--- config.mk ---
export PLATFORM = sky130hd
export DESIGN_NAME = vector_similarity_accumulator
export DESIGN_NICKNAME = d
export VERILOG_FILES = /design/src/hdl/vsa_pkg.sv /design/src/hdl/vector_similarity_accumulator.sv /design/src/hdl/vsa_front.sv /design/src/hdl/vsa_queue.sv /design/src/hdl/vsa_divider.sv /design/src/hdl/vsa_back.sv
export SDC_FILE = /design/constraint.sdc
export NUM_CORES = 2
export LEC_CHECK = 0
export ABC_AREA = 1
export BUFFER_PORTS_ARGS = -buffer_cell sky130_fd_sc_hd__clkbuf_2
export CAP_MARGIN = 20
export CORE_ASPECT_RATIO = 1.25
export CORE_UTILIZATION = 45
export CTS_CLUSTER_SIZE = 14
export DETAILED_ROUTE_END_ITERATION = 16
export PLACE_DENSITY = 0.64
export SLEW_MARGIN = 20
export SYNTH_ARGS = -nofsm -noshare
export SYNTH_HDL_FRONTEND = slang
export SYNTH_SLANG_ARGS = --single-unit
--- constraint.sdc ---
create_clock -name clk -period 7.1 [get_ports clk]
set_clock_uncertainty 0.1 [all_clocks]
set_input_delay 1.065 -clock clk [delete_from_list [all_inputs] [get_ports clk]]
set_output_delay 1.065 -clock clk [all_outputs]
set_load 0.02 [all_outputs]
--- src/hdl/vsa_pkg.sv ---
package vsa_pkg;

  // scoring function codes, as written to the configuration register
  typedef enum logic [2:0] {
    FN_RAW          = 3'd0,
    FN_GROUNDED     = 3'd1,
    FN_TRANSFORMED  = 3'd2,
    FN_JACCARD      = 3'd3,
    FN_MOD_JACCARD  = 3'd4
  } sim_fn_t;

  localparam int ELEM_W      = 16;  // Q1.15 element
  localparam int PROD_W      = 32;  // Q.30 product
  localparam int TERM_W      = 18;  // min / max / abs-sum term, Q.15
  localparam int DOT_W       = 48;  // dot accumulator, Q.30
  localparam int ACC_W       = 32;  // min / max accumulators, Q.15
  localparam int SIM_W       = 32;  // Q16.16 result
  localparam int QUOT_W      = 48;  // divider dividend and quotient
  localparam int QUEUE_DEPTH = 4;

  // one classified pair handed from the front to the back
  typedef struct packed {
    logic signed [PROD_W-1:0] prod;
    logic signed [TERM_W-1:0] min_term;
    logic signed [TERM_W-1:0] max_term;
    logic                     min_en;
    logic                     last;
    sim_fn_t                  fn;
  } vsa_item_t;

  typedef enum logic [1:0] {
    BK_ACC,
    BK_FINISH,
    BK_DIVIDE,
    BK_OUTPUT
  } back_state_t;

endpackage

--- src/hdl/vector_similarity_accumulator.sv ---
// channel   direction  handshake                       payload
// s_axis    in         s_axis_tvalid / s_axis_tready   element pair, tlast = last pair
// m_axis    out        m_axis_tvalid / m_axis_tready   similarity, tuser = divide by zero
// cfg       in         cfg_valid / cfg_ready           function select
//
// One pair per cycle is taken while the accumulator stage keeps up.
// After a closing pair the back end passes through its finish and output states,
// jaccard with a nonzero max also through divide (one quotient bit per cycle in the shared divider);
// the queue ahead of the back end holds up to four pairs before s_axis_tready drops.
// Reset clears the queue, accumulators and output valid flag, and selects grounded cosine.
// A stalled m_axis holds the score while new pairs still enter the queue.
module vector_similarity_accumulator #(
  parameter int MAX_VECTOR_LENGTH = 1024
) (
  input  logic        clk,
  input  logic        rst,
  input  logic        cfg_valid,
  output logic        cfg_ready,
  input  logic [2:0]  cfg_data,
  input  logic        s_axis_tvalid,
  output logic        s_axis_tready,
  input  logic [31:0] s_axis_tdata,   // [15:0] ref_element, [31:16] hyp_element
  input  logic        s_axis_tlast,
  output logic        m_axis_tvalid,
  input  logic        m_axis_tready,
  output logic [31:0] m_axis_tdata,   // [31:0] similarity
  output logic        m_axis_tuser    // [0] divide_by_zero
);

  vsa_pkg::vsa_item_t push_item, pop_item;
  logic               q_push, q_pop, q_full, q_empty;
  logic signed [vsa_pkg::SIM_W-1:0] sim;

  vsa_front #(
    .MAX_VECTOR_LENGTH (MAX_VECTOR_LENGTH)
  ) u_front (
    .clk          (clk),
    .rst          (rst),
    .cfg_valid    (cfg_valid),
    .cfg_ready    (cfg_ready),
    .cfg_data     (cfg_data),
    .in_valid     (s_axis_tvalid),
    .in_ready     (s_axis_tready),
    .ref_element  (s_axis_tdata[15:0]),
    .hyp_element  (s_axis_tdata[31:16]),
    .last_element (s_axis_tlast),
    .q_full       (q_full),
    .q_push       (q_push),
    .q_item       (push_item)
  );

  vsa_queue u_queue (
    .clk       (clk),
    .rst       (rst),
    .push      (q_push),
    .push_item (push_item),
    .full      (q_full),
    .pop       (q_pop),
    .pop_item  (pop_item),
    .empty     (q_empty)
  );

  vsa_back u_back (
    .clk       (clk),
    .rst       (rst),
    .q_empty   (q_empty),
    .q_pop     (q_pop),
    .q_item    (pop_item),
    .out_valid (m_axis_tvalid),
    .out_ready (m_axis_tready),
    .out_sim   (sim),
    .out_dz    (m_axis_tuser)
  );

  assign m_axis_tdata = sim;

endmodule

--- src/hdl/vsa_front.sv ---
module vsa_front #(
  parameter int MAX_VECTOR_LENGTH = 1024
) (
  input  logic                                clk,
  input  logic                                rst,
  input  logic                                cfg_valid,
  output logic                                cfg_ready,
  input  logic [2:0]                          cfg_data,
  input  logic                                in_valid,
  output logic                                in_ready,
  input  logic signed [vsa_pkg::ELEM_W-1:0]   ref_element,
  input  logic signed [vsa_pkg::ELEM_W-1:0]   hyp_element,
  input  logic                                last_element,
  input  logic                                q_full,
  output logic                                q_push,
  output vsa_pkg::vsa_item_t                  q_item
);

  localparam int CNT_W = $clog2(MAX_VECTOR_LENGTH + 1);

  logic [2:0]                     fn_sel;
  vsa_pkg::sim_fn_t               fn;
  logic [CNT_W-1:0]               cnt;
  logic                           final_pair;
  logic signed [vsa_pkg::ELEM_W:0] r_ext, h_ext;
  logic [vsa_pkg::ELEM_W:0]       r_abs, h_abs;
  logic                           both_pos;

  assign cfg_ready = 1'b1;
  assign in_ready  = !q_full;
  assign q_push    = in_valid && in_ready;

  // function select register
  always_ff @(posedge clk) begin
    if (rst) begin
      fn_sel <= 3'(vsa_pkg::FN_GROUNDED);
    end else if (cfg_valid && cfg_ready) begin
      fn_sel <= cfg_data;
    end
  end

  // codes above the list act as grounded cosine
  always_comb begin
    case (fn_sel)
      3'(vsa_pkg::FN_RAW):         fn = vsa_pkg::FN_RAW;
      3'(vsa_pkg::FN_TRANSFORMED): fn = vsa_pkg::FN_TRANSFORMED;
      3'(vsa_pkg::FN_JACCARD):     fn = vsa_pkg::FN_JACCARD;
      3'(vsa_pkg::FN_MOD_JACCARD): fn = vsa_pkg::FN_MOD_JACCARD;
      default:                     fn = vsa_pkg::FN_GROUNDED;
    endcase
  end

  // pair counter, forces the end of an over-long vector
  assign final_pair = last_element || (cnt == CNT_W'(MAX_VECTOR_LENGTH - 1));

  always_ff @(posedge clk) begin
    if (rst) begin
      cnt <= '0;
    end else if (q_push) begin
      cnt <= final_pair ? '0 : cnt + 1'b1;
    end
  end

  // classify the pair
  always_comb begin
    r_ext    = {ref_element[vsa_pkg::ELEM_W-1], ref_element};
    h_ext    = {hyp_element[vsa_pkg::ELEM_W-1], hyp_element};
    r_abs    = r_ext[vsa_pkg::ELEM_W] ? -r_ext : r_ext;
    h_abs    = h_ext[vsa_pkg::ELEM_W] ? -h_ext : h_ext;
    both_pos = !ref_element[vsa_pkg::ELEM_W-1] && !hyp_element[vsa_pkg::ELEM_W-1];

    q_item.prod = ref_element * hyp_element;
    q_item.last = final_pair;
    q_item.fn   = fn;
    if (fn != vsa_pkg::FN_MOD_JACCARD || both_pos) begin
      q_item.min_en   = 1'b1;
      q_item.min_term = (ref_element < hyp_element) ? {{2{r_ext[vsa_pkg::ELEM_W]}}, ref_element}
                                                    : {{2{h_ext[vsa_pkg::ELEM_W]}}, hyp_element};
      q_item.max_term = (ref_element < hyp_element) ? {{2{h_ext[vsa_pkg::ELEM_W]}}, hyp_element}
                                                    : {{2{r_ext[vsa_pkg::ELEM_W]}}, ref_element};
    end else begin
      // negative element in modified jaccard: denominator only
      q_item.min_en   = 1'b0;
      q_item.min_term = '0;
      q_item.max_term = vsa_pkg::TERM_W'(r_abs) + vsa_pkg::TERM_W'(h_abs);
    end
  end

endmodule

--- src/hdl/vsa_queue.sv ---
module vsa_queue (
  input  logic               clk,
  input  logic               rst,
  input  logic               push,
  input  vsa_pkg::vsa_item_t push_item,
  output logic               full,
  input  logic               pop,
  output vsa_pkg::vsa_item_t pop_item,
  output logic               empty
);

  localparam int PTR_W = $clog2(vsa_pkg::QUEUE_DEPTH);
  localparam int CNT_W = $clog2(vsa_pkg::QUEUE_DEPTH + 1);

  vsa_pkg::vsa_item_t slots [vsa_pkg::QUEUE_DEPTH];
  logic [PTR_W-1:0]   wr_ptr, rd_ptr;
  logic [CNT_W-1:0]   fill;

  assign full     = (fill == CNT_W'(vsa_pkg::QUEUE_DEPTH));
  assign empty    = (fill == '0);
  assign pop_item = slots[rd_ptr];

  // storage
  always_ff @(posedge clk) begin
    if (push) begin
      slots[wr_ptr] <= push_item;
    end
  end

  // pointers and fill level
  always_ff @(posedge clk) begin
    if (rst) begin
      wr_ptr <= '0;
      rd_ptr <= '0;
      fill   <= '0;
    end else begin
      if (push) wr_ptr <= wr_ptr + 1'b1;
      if (pop)  rd_ptr <= rd_ptr + 1'b1;
      if (push && !pop) begin
        fill <= fill + 1'b1;
      end else if (pop && !push) begin
        fill <= fill - 1'b1;
      end
    end
  end

endmodule

--- src/hdl/vsa_divider.sv ---
module vsa_divider (
  input  logic                       clk,
  input  logic                       rst,
  input  logic                       start,
  input  logic [vsa_pkg::QUOT_W-1:0] dividend,
  input  logic [vsa_pkg::ACC_W-1:0]  divisor,
  output logic                       done,
  output logic [vsa_pkg::QUOT_W-1:0] quotient
);

  localparam int STEP_W = $clog2(vsa_pkg::QUOT_W);

  logic [vsa_pkg::QUOT_W-1:0] dq;
  logic [vsa_pkg::ACC_W-1:0]  rem, dvs;
  logic [vsa_pkg::ACC_W:0]    trial, diff;
  logic                       ge;
  logic [STEP_W-1:0]          step;
  logic                       busy;

  assign quotient = dq;

  // one restoring step per cycle
  always_comb begin
    trial = {rem, dq[vsa_pkg::QUOT_W-1]};
    ge    = (trial >= {1'b0, dvs});
    diff  = trial - {1'b0, dvs};
  end

  always_ff @(posedge clk) begin
    if (rst) begin
      busy <= 1'b0;
      done <= 1'b0;
    end else begin
      done <= 1'b0;
      if (start) begin
        busy <= 1'b1;
      end else if (busy && step == STEP_W'(vsa_pkg::QUOT_W - 1)) begin
        busy <= 1'b0;
        done <= 1'b1;
      end
    end
  end

  always_ff @(posedge clk) begin
    if (start) begin
      dq   <= dividend;
      rem  <= '0;
      dvs  <= divisor;
      step <= '0;
    end else if (busy) begin
      dq   <= {dq[vsa_pkg::QUOT_W-2:0], ge};
      rem  <= ge ? diff[vsa_pkg::ACC_W-1:0] : trial[vsa_pkg::ACC_W-1:0];
      step <= step + 1'b1;
    end
  end

endmodule

--- src/hdl/vsa_back.sv ---
module vsa_back (
  input  logic                              clk,
  input  logic                              rst,
  input  logic                              q_empty,
  output logic                              q_pop,
  input  vsa_pkg::vsa_item_t                q_item,
  output logic                              out_valid,
  input  logic                              out_ready,
  output logic signed [vsa_pkg::SIM_W-1:0]  out_sim,
  output logic                              out_dz
);

  localparam logic signed [vsa_pkg::SIM_W-1:0] SIM_MAX = {1'b0, {(vsa_pkg::SIM_W-1){1'b1}}};
  localparam logic signed [vsa_pkg::SIM_W-1:0] SIM_MIN = {1'b1, {(vsa_pkg::SIM_W-1){1'b0}}};

  vsa_pkg::back_state_t state, state_next;

  logic signed [vsa_pkg::DOT_W-1:0] dot_acc, f_dot;
  logic signed [vsa_pkg::ACC_W-1:0] min_acc, max_acc, f_min, f_max;
  vsa_pkg::sim_fn_t                 f_fn;
  logic signed [vsa_pkg::SIM_W-1:0] res_sim;
  logic                             res_dz;

  logic signed [vsa_pkg::DOT_W:0]   dot_sum, rnd_cos, rnd_trn;
  logic signed [vsa_pkg::ACC_W:0]   min_sum, max_sum;
  logic signed [vsa_pkg::DOT_W-1:0] dot_new;
  logic signed [vsa_pkg::ACC_W-1:0] min_new, max_new;
  logic signed [vsa_pkg::SIM_W-1:0] cos_sim;
  logic [vsa_pkg::ACC_W-1:0]        min_abs, max_abs;
  logic                             is_jac, jac_neg;
  logic [vsa_pkg::QUOT_W-1:0]       div_dividend, div_quot;
  logic signed [vsa_pkg::SIM_W-1:0] jac_sim;
  logic                             div_start, div_done, load_out;

  function automatic logic signed [vsa_pkg::DOT_W-1:0] sat_dot(
      input logic signed [vsa_pkg::DOT_W:0] v);
    if (v[vsa_pkg::DOT_W] != v[vsa_pkg::DOT_W-1]) begin
      return v[vsa_pkg::DOT_W] ? {1'b1, {(vsa_pkg::DOT_W-1){1'b0}}}
                               : {1'b0, {(vsa_pkg::DOT_W-1){1'b1}}};
    end
    return v[vsa_pkg::DOT_W-1:0];
  endfunction

  function automatic logic signed [vsa_pkg::ACC_W-1:0] sat_acc(
      input logic signed [vsa_pkg::ACC_W:0] v);
    if (v[vsa_pkg::ACC_W] != v[vsa_pkg::ACC_W-1]) begin
      return v[vsa_pkg::ACC_W] ? {1'b1, {(vsa_pkg::ACC_W-1){1'b0}}}
                               : {1'b0, {(vsa_pkg::ACC_W-1){1'b1}}};
    end
    return v[vsa_pkg::ACC_W-1:0];
  endfunction

  function automatic logic signed [vsa_pkg::SIM_W-1:0] sat_sim(
      input logic signed [vsa_pkg::DOT_W:0] v);
    logic [vsa_pkg::DOT_W-vsa_pkg::SIM_W+1:0] top;
    top = v[vsa_pkg::DOT_W:vsa_pkg::SIM_W-1];
    if (&top || ~|top) return v[vsa_pkg::SIM_W-1:0];
    return v[vsa_pkg::DOT_W] ? SIM_MIN : SIM_MAX;
  endfunction

  vsa_divider u_div (
    .clk      (clk),
    .rst      (rst),
    .start    (div_start),
    .dividend (div_dividend),
    .divisor  (max_abs),
    .done     (div_done),
    .quotient (div_quot)
  );

  // saturating accumulate of the head pair
  always_comb begin
    dot_sum = {dot_acc[vsa_pkg::DOT_W-1], dot_acc}
            + {{(vsa_pkg::DOT_W+1-vsa_pkg::PROD_W){q_item.prod[vsa_pkg::PROD_W-1]}},
               q_item.prod};
    min_sum = {min_acc[vsa_pkg::ACC_W-1], min_acc}
            + {{(vsa_pkg::ACC_W+1-vsa_pkg::TERM_W){q_item.min_term[vsa_pkg::TERM_W-1]}},
               q_item.min_term};
    max_sum = {max_acc[vsa_pkg::ACC_W-1], max_acc}
            + {{(vsa_pkg::ACC_W+1-vsa_pkg::TERM_W){q_item.max_term[vsa_pkg::TERM_W-1]}},
               q_item.max_term};
    dot_new = sat_dot(dot_sum);
    min_new = q_item.min_en ? sat_acc(min_sum) : min_acc;
    max_new = sat_acc(max_sum);
  end

  // cosine scores: round Q.30 to Q16.16; transformed adds one, then halves
  always_comb begin
    rnd_cos = {f_dot[vsa_pkg::DOT_W-1], f_dot} + 49'sd8192;
    rnd_trn = {f_dot[vsa_pkg::DOT_W-1], f_dot} + 49'sd1073758208;
    case (f_fn)
      vsa_pkg::FN_RAW:         cos_sim = sat_sim(rnd_cos >>> 14);
      vsa_pkg::FN_TRANSFORMED: cos_sim = sat_sim(rnd_trn >>> 15);
      default:                 cos_sim = (f_dot > 0) ? sat_sim(rnd_cos >>> 14) : '0;
    endcase
  end

  // jaccard: |min| * 2^16 + |max| / 2, divided by |max|, sign put back after
  always_comb begin
    is_jac       = (f_fn == vsa_pkg::FN_JACCARD) || (f_fn == vsa_pkg::FN_MOD_JACCARD);
    min_abs      = f_min[vsa_pkg::ACC_W-1] ? -f_min : f_min;
    max_abs      = f_max[vsa_pkg::ACC_W-1] ? -f_max : f_max;
    jac_neg      = f_min[vsa_pkg::ACC_W-1] ^ f_max[vsa_pkg::ACC_W-1];
    div_dividend = {min_abs, 16'b0} + vsa_pkg::QUOT_W'(max_abs[vsa_pkg::ACC_W-1:1]);
    if (jac_neg) begin
      jac_sim = (div_quot > vsa_pkg::QUOT_W'(48'h8000_0000)) ? SIM_MIN
              : -div_quot[vsa_pkg::SIM_W-1:0];
    end else begin
      jac_sim = (div_quot > vsa_pkg::QUOT_W'(48'h7FFF_FFFF)) ? SIM_MAX
              : div_quot[vsa_pkg::SIM_W-1:0];
    end
  end

  // state register
  always_ff @(posedge clk) begin
    if (rst) begin
      state <= vsa_pkg::BK_ACC;
    end else begin
      state <= state_next;
    end
  end

  // next state and strobes
  always_comb begin
    state_next = state;
    q_pop      = 1'b0;
    div_start  = 1'b0;
    load_out   = 1'b0;
    case (state)
      vsa_pkg::BK_ACC: begin
        q_pop = !q_empty;
        if (!q_empty && q_item.last) state_next = vsa_pkg::BK_FINISH;
      end
      vsa_pkg::BK_FINISH: begin
        if (is_jac && f_max != '0) begin
          div_start  = 1'b1;
          state_next = vsa_pkg::BK_DIVIDE;
        end else begin
          state_next = vsa_pkg::BK_OUTPUT;
        end
      end
      vsa_pkg::BK_DIVIDE: begin
        if (div_done) state_next = vsa_pkg::BK_OUTPUT;
      end
      vsa_pkg::BK_OUTPUT: begin
        if (!out_valid || out_ready) begin
          load_out   = 1'b1;
          state_next = vsa_pkg::BK_ACC;
        end
      end
      default: state_next = vsa_pkg::BK_ACC;
    endcase
  end

  // accumulators, cleared once a vector closes
  always_ff @(posedge clk) begin
    if (rst) begin
      dot_acc <= '0;
      min_acc <= '0;
      max_acc <= '0;
    end else if (q_pop) begin
      if (q_item.last) begin
        dot_acc <= '0;
        min_acc <= '0;
        max_acc <= '0;
      end else begin
        dot_acc <= dot_new;
        min_acc <= min_new;
        max_acc <= max_new;
      end
    end
  end

  // final totals and score
  always_ff @(posedge clk) begin
    if (q_pop && q_item.last) begin
      f_dot <= dot_new;
      f_min <= min_new;
      f_max <= max_new;
      f_fn  <= q_item.fn;
    end
    if (state == vsa_pkg::BK_FINISH) begin
      res_sim <= is_jac ? '0 : cos_sim;
      res_dz  <= is_jac && (f_max == '0);
    end else if (state == vsa_pkg::BK_DIVIDE && div_done) begin
      res_sim <= jac_sim;
    end
  end

  // output register
  always_ff @(posedge clk) begin
    if (rst) begin
      out_valid <= 1'b0;
    end else if (load_out) begin
      out_valid <= 1'b1;
    end else if (out_ready) begin
      out_valid <= 1'b0;
    end
  end

  always_ff @(posedge clk) begin
    if (load_out) begin
      out_sim <= res_sim;
      out_dz  <= res_dz;
    end
  end

`ifndef SYNTH
  a_dz_zero: assert property (@(posedge clk) disable iff (rst)
    (out_valid && out_dz) |-> (out_sim == '0))
    else $error("divide by zero result is not zero");

  a_clear: assert property (@(posedge clk) disable iff (rst)
    (q_pop && q_item.last) |=> (dot_acc == '0 && min_acc == '0 && max_acc == '0))
    else $error("accumulators not cleared after final pair");

  a_div_start: assert property (@(posedge clk) disable iff (rst)
    div_start |-> (state == vsa_pkg::BK_FINISH && is_jac && f_max != '0))
    else $error("divider started outside a jaccard finish");

  a_div_done: assert property (@(posedge clk) disable iff (rst)
    (state == vsa_pkg::BK_DIVIDE && div_done) |=> (state == vsa_pkg::BK_OUTPUT))
    else $error("quotient not passed to output");
`endif

endmodule
-- Word level (Yosys, flattened, before mapping)
Memory sizes are Yosys's and may differ from the RTL's. A register that Yosys moved wholly into a read port is not among the register bits.
Cells that the tools add are included.
- flip-flop bits (word level): 437
- bits in writable memories: 292
- input port bits: 41
- output and inout port bits: 36
- memories: 1
- add/sub/neg operators: 19
- multipliers: 1
- order comparisons: 5
- equality and inequality tests: 19
- mux-type cells: 69
- bitwise operators: 1
- reduce and logical (&&, ||, !) cells: 43
- memory list (name ; words ; width ; read ports ; clocked after memory_dff ; write ports ; RTL line ; text):
    u_queue.slots ; 4 ; 73 ; 1 ; 1 ; 1 ; vsa_queue.sv:15 ; vsa_pkg::vsa_item_t slots [vsa_pkg::QUEUE_DEPTH];
- operators by type and width (cell ; number):
    $mux 32 ; 26
    $mux 48 ; 6
    $neg 32->32 ; 3
    $add 32x18->33 ; 2
    $pmux 32 s2 ; 1
    $add 48x15->49 const B ; 1
    $add 48x32->49 ; 1
    $add 48x32->49 const B ; 1
    $add 48x31->48 ; 1
    $gt 48x1->1 const B ; 1
    $gt 48x31->1 const B ; 1
    $gt 48x32->1 const B ; 1
    $mux 37 ; 1
    $mux 18 ; 2
    $mux 17 ; 2
    $neg 16->17 ; 2
    $ge 33x32->1 ; 1
    $logic_not 32->1 ; 1
    $mul 16x16->32 ; 1
    $reduce_bool 32->1 ; 1
    $sub 32x32->32 ; 1
    $mux 1 ; 21
    $add 17x17->18 ; 1
    $lt 16x16->1 ; 1
    other kinds (32) ; 77

-- Depth between registers and ports, before layout
- word-level depth: 11
- mapped depth: 29
- gate-level depth less buffers: 29

-- Hierarchy
From an unflattened synthesis, not the netlist that was laid out.
- cell total of the unflattened synthesis: 7743
- area total of the unflattened synthesis: 58584.9 µm²
- by module, submodules not included (module ; times used ; cells an instance ; area each (µm²)):
    vsa_back ; 1 ; 3897 ; 25725.9
    vsa_front ; 1 ; 2007 ; 14072.2
    vsa_queue ; 1 ; 764 ; 11280.8
    vsa_divider ; 1 ; 1075 ; 7505.9

-- Least setup slack after synthesis
No wires, ideal clock.
- path type: input -> register
- start: input port s_axis_tdata[15]
- end: memory u_queue.slots[0][72] in the netlist's numbering, data pin
- arrival: 6707 ps
- slack: 113 ps
- cell stages on the path: 21
- path buffers: 2
- cell sequence: clkbuf_1 -> buf_1 -> nand2_1 -> fa_1 -> inv_1 -> fa_1 -> inv_1 -> fa_1 -> inv_1 -> fa_1 -> fa_1 -> inv_1 -> fa_1 -> inv_1 -> ha_1 -> a21oi_1 -> o21ai_0 -> nand2_1 -> o311ai_0 -> a31oi_1 -> xor2_1
- RTL lines (what ; RTL line ; text):
    start: declaration ; vector_similarity_accumulator.sv:22 ; input logic [31:0] s_axis_tdata,
    end: declaration ; vsa_queue.sv:15 ;

==> impl_metrics.ini <==
[sta]
layout_min_cycle_time_ns = 6.54
finalSetupViolCount = 0
fin_crit_sh_pct = 92.1
tightest_slew_ns = 1.23
relSlewSlack_pct = 17.4
drv_slew = 0
hold_viol = 0
worst_hold_slack_ns = 0.317
grt_setup_unrepaired = no
fmax_mhz = 153

[global_routing]
grt_pass1_wl_um = 249000
grt_pass1_vias = 46500
overflow = 0
grt_max_degree = 89
grt.total_usage_pct = 24.4
antenna_found_initial = 2

[clocking]
cts_max_level = 3
cts_sinks = 723
postCtsSetupBuffers = 0
clk_path_buf_depth = 3
cts_buffers = 73
clkTransAtPathRegs_ns = 0.06
clk-insertion-delay-late_ns = 0.67
cts_root_buffer = clkbuf_16
ctsHoldBuffers = 0
tritoncts = done
cts_resized = 0

[final_layout]
final_common_cell = nand2_1
fin_nets = 7910
fin_area_um2 = 61500
drive_above_1_share_pct = 6.64
nFillCells = 12200
areaGrowthSynthToFinish_pct = 8.46
layout_common_cells = nand2_1 (1904), inv_1 (1065), nor2_1 (638)

[floorplan]
die_h_um = 399
die_w_um = 320
design.core.area_um2 = 125000
io-pin-count = 77
start_util_pct = 45.4
num_rows = 145
die_area_um2 = 128000

[worst_hold_path]
hp-class = reg2reg

[synthesis]
synth_area_leaders = edfxtp_1 (29%), nand2_1 (13%), fa_1 (9.5%)
synth-simple-area-share_pct = 23.6
synth_seq_cells = 723
synthAdderAreaFrac_pct = 16.3
synth_compound_area_share_pct = 10.9
synth_ff_type = edfxtp_1
synthMuxAreaShare_pct = 0
ys_async_sr_fraction_pct = 0
post-synth-top-area-fraction_pct = 28.8
yosysUniqueCellTypes = 64
yosys.area.top_type = edfxtp_1
syn_area_per_cell_um2 = 7.79
syn_inst = 7280
ys_warn_count = 0
synth_xor_area_share_pct = 4.86
synth_edf_count = 545
yosysSeqAreaShare_pct = 35.1
synth_top_family_by_area = simple AND/OR/NAND/NOR gates
syn_area_um2 = 56700

[run_status]
status = complete, no violations

[detailed_routing]
drc = 0
wl_per_cell_um = 17.5
drt-total-wl_um = 157000
ant_nets = 0
vias_per_cell = 5.29
firstDrtPassIters = 6
drtIter0Drc = 3246
via_count = 47400

[place]
dp_hpwl_um = 122000
post_dp_cell_area_um2 = 59000
portBuffers = 75
globalplace.congestion = 1.03

[worst_setup_path]
crit_path_end_kind = flop
crit_type = in2reg
worstPathRequired_ns = 7.45
crit_fanout = 10
setup.worst_path.start_class = input pin
cp_data_arrival_time_ns = 6.89

[run]
drv_cap = 0
-- synth_stat cells (42+ instances only) --
| master | n |
|---|---|
| o21bai_1 | 42 |
| fa_1 | 269 |
| nor3_1 | 59 |
| xor2_1 | 221 |
| o21ai_0 | 430 |
| or2_2 | 49 |
| dfxtp_1 | 178 |
| edfxtp_1 | 545 |
| o22ai_1 | 67 |
| nand3_1 | 333 |
| inv_1 | 1067 |
| nor2_1 | 646 |
| clkbuf_1 | 170 |
| a21oi_1 | 395 |
| xnor2_1 | 94 |
| nand4_1 | 89 |
| ha_1 | 309 |
| nand2_1 | 1907 |
-- worst paths after layout --
check,startpoint,endpoint,slack [ns],cells after the start
min,u_back.res_sim[5]$_DFFE_PP_,u_back.out_sim[5]$_DFFE_PP_,0.32,0
max,s_axis_tdata[8],u_queue.slots[0][72]$_DFFE_PP_,0.56,22
max reg2reg,flop,u_back.dot_acc[45]$_SDFFE_PP0P_,2.03,21
min reg2reg,u_back.res_sim[5]$_DFFE_PP_,u_back.out_sim[5]$_DFFE_PP_,0.32,0
-- final cells by class --
cell class | instances | area [um^2] | area share [%]
Sequential cell | 723 | 19900 | 32.4
Clock inverter | 38 | 495 | 0.805
Tap cell | 1617 | 2020 | 3.29
Clock buffer | 97 | 1980 | 3.21
Timing Repair Buffer | 191 | 1330 | 2.16
Antenna cell | 1 | 2.50 | 0.00407
Multi-Input combinational cell | 5224 | 31700 | 51.6
Inverter | 1078 | 4050 | 6.58
-- through the flow --
stage / setup TNS [ns] / instances / utilization, % / setup WS (ns)
2_1_floorplan: 0 / 7281 / - / 0.113
3_3_place_gp: 0 / 8832 / 47.2 / 0.0793
3_5_place_dp: -0.131 / 8832 / 47.2 / -0.0327
4_1_cts: 0 / 8967 / 49.2 / 0.643
5_1_grt: 0 / 8968 / 49.2 / 0.280
6_report: 0 / 8969 / 49.2 / 0.563
-- sequential cells by signal, summed over array words and instances (netlist names), 6 cells and up, named ones only --
signal	cells
u_back.dot_acc	48
u_back.u_div.dvs	32
u_back.u_div.rem	32
u_back.min_acc	32
u_back.out_sim	32
u_back.u_div.step	6
u_back.res_sim	32
u_back.f_min	32
u_queue.slots	284
u_back.f_dot	48
u_front.cnt	11
u_back.max_acc	32
u_back.f_max	32
u_back.u_div.quotient	48
-- layer usage --
layer | up-vias | global-route usage [%] | wire length, um
met5 | - | 0 | 13
met4 | 2 | 9.73 | 5690
met3 | 275 | 2.00 | 6080
met2 | 1119 | 43.6 | 77600
met1 | 22500 | 30.4 | 67500
li1 | 23500 | - | -
-- cells by family (layout without fill, tap and decap cells) --
family,count (synthesis),count (layout)
xor gates and xnor gates,315,315
DFF,723,723
buffers and inverters,1334,1404
AOI/OAI and AO/OA,1111,1111
adders and majority gates,578,578
other,2,4
and+or+nand+nor,3217,3217
-- worst max-delay path: stages --
cell	delay, ns
clkbuf_2	0.23
buf_4	0.24
ha_1	0.17
inv_1	0.06
fa_1	0.50
inv_1	0.05
fa_1	0.52
fa_1	0.45
fa_1	0.53
fa_1	0.54
inv_1	0.05
fa_1	0.52
inv_1	0.04
ha_1	0.36
a21oi_1	0.15
inv_1	0.07
a21oi_1	0.13
a21boi_0	0.44
o21ai_0	0.15
buf_4	0.17
a31oi_1	0.16
xor2_1	0.27
Power is left out: the tool's default activity adds up to more than one toggle a clock period on the data nets, which glitch-free logic cannot reach.
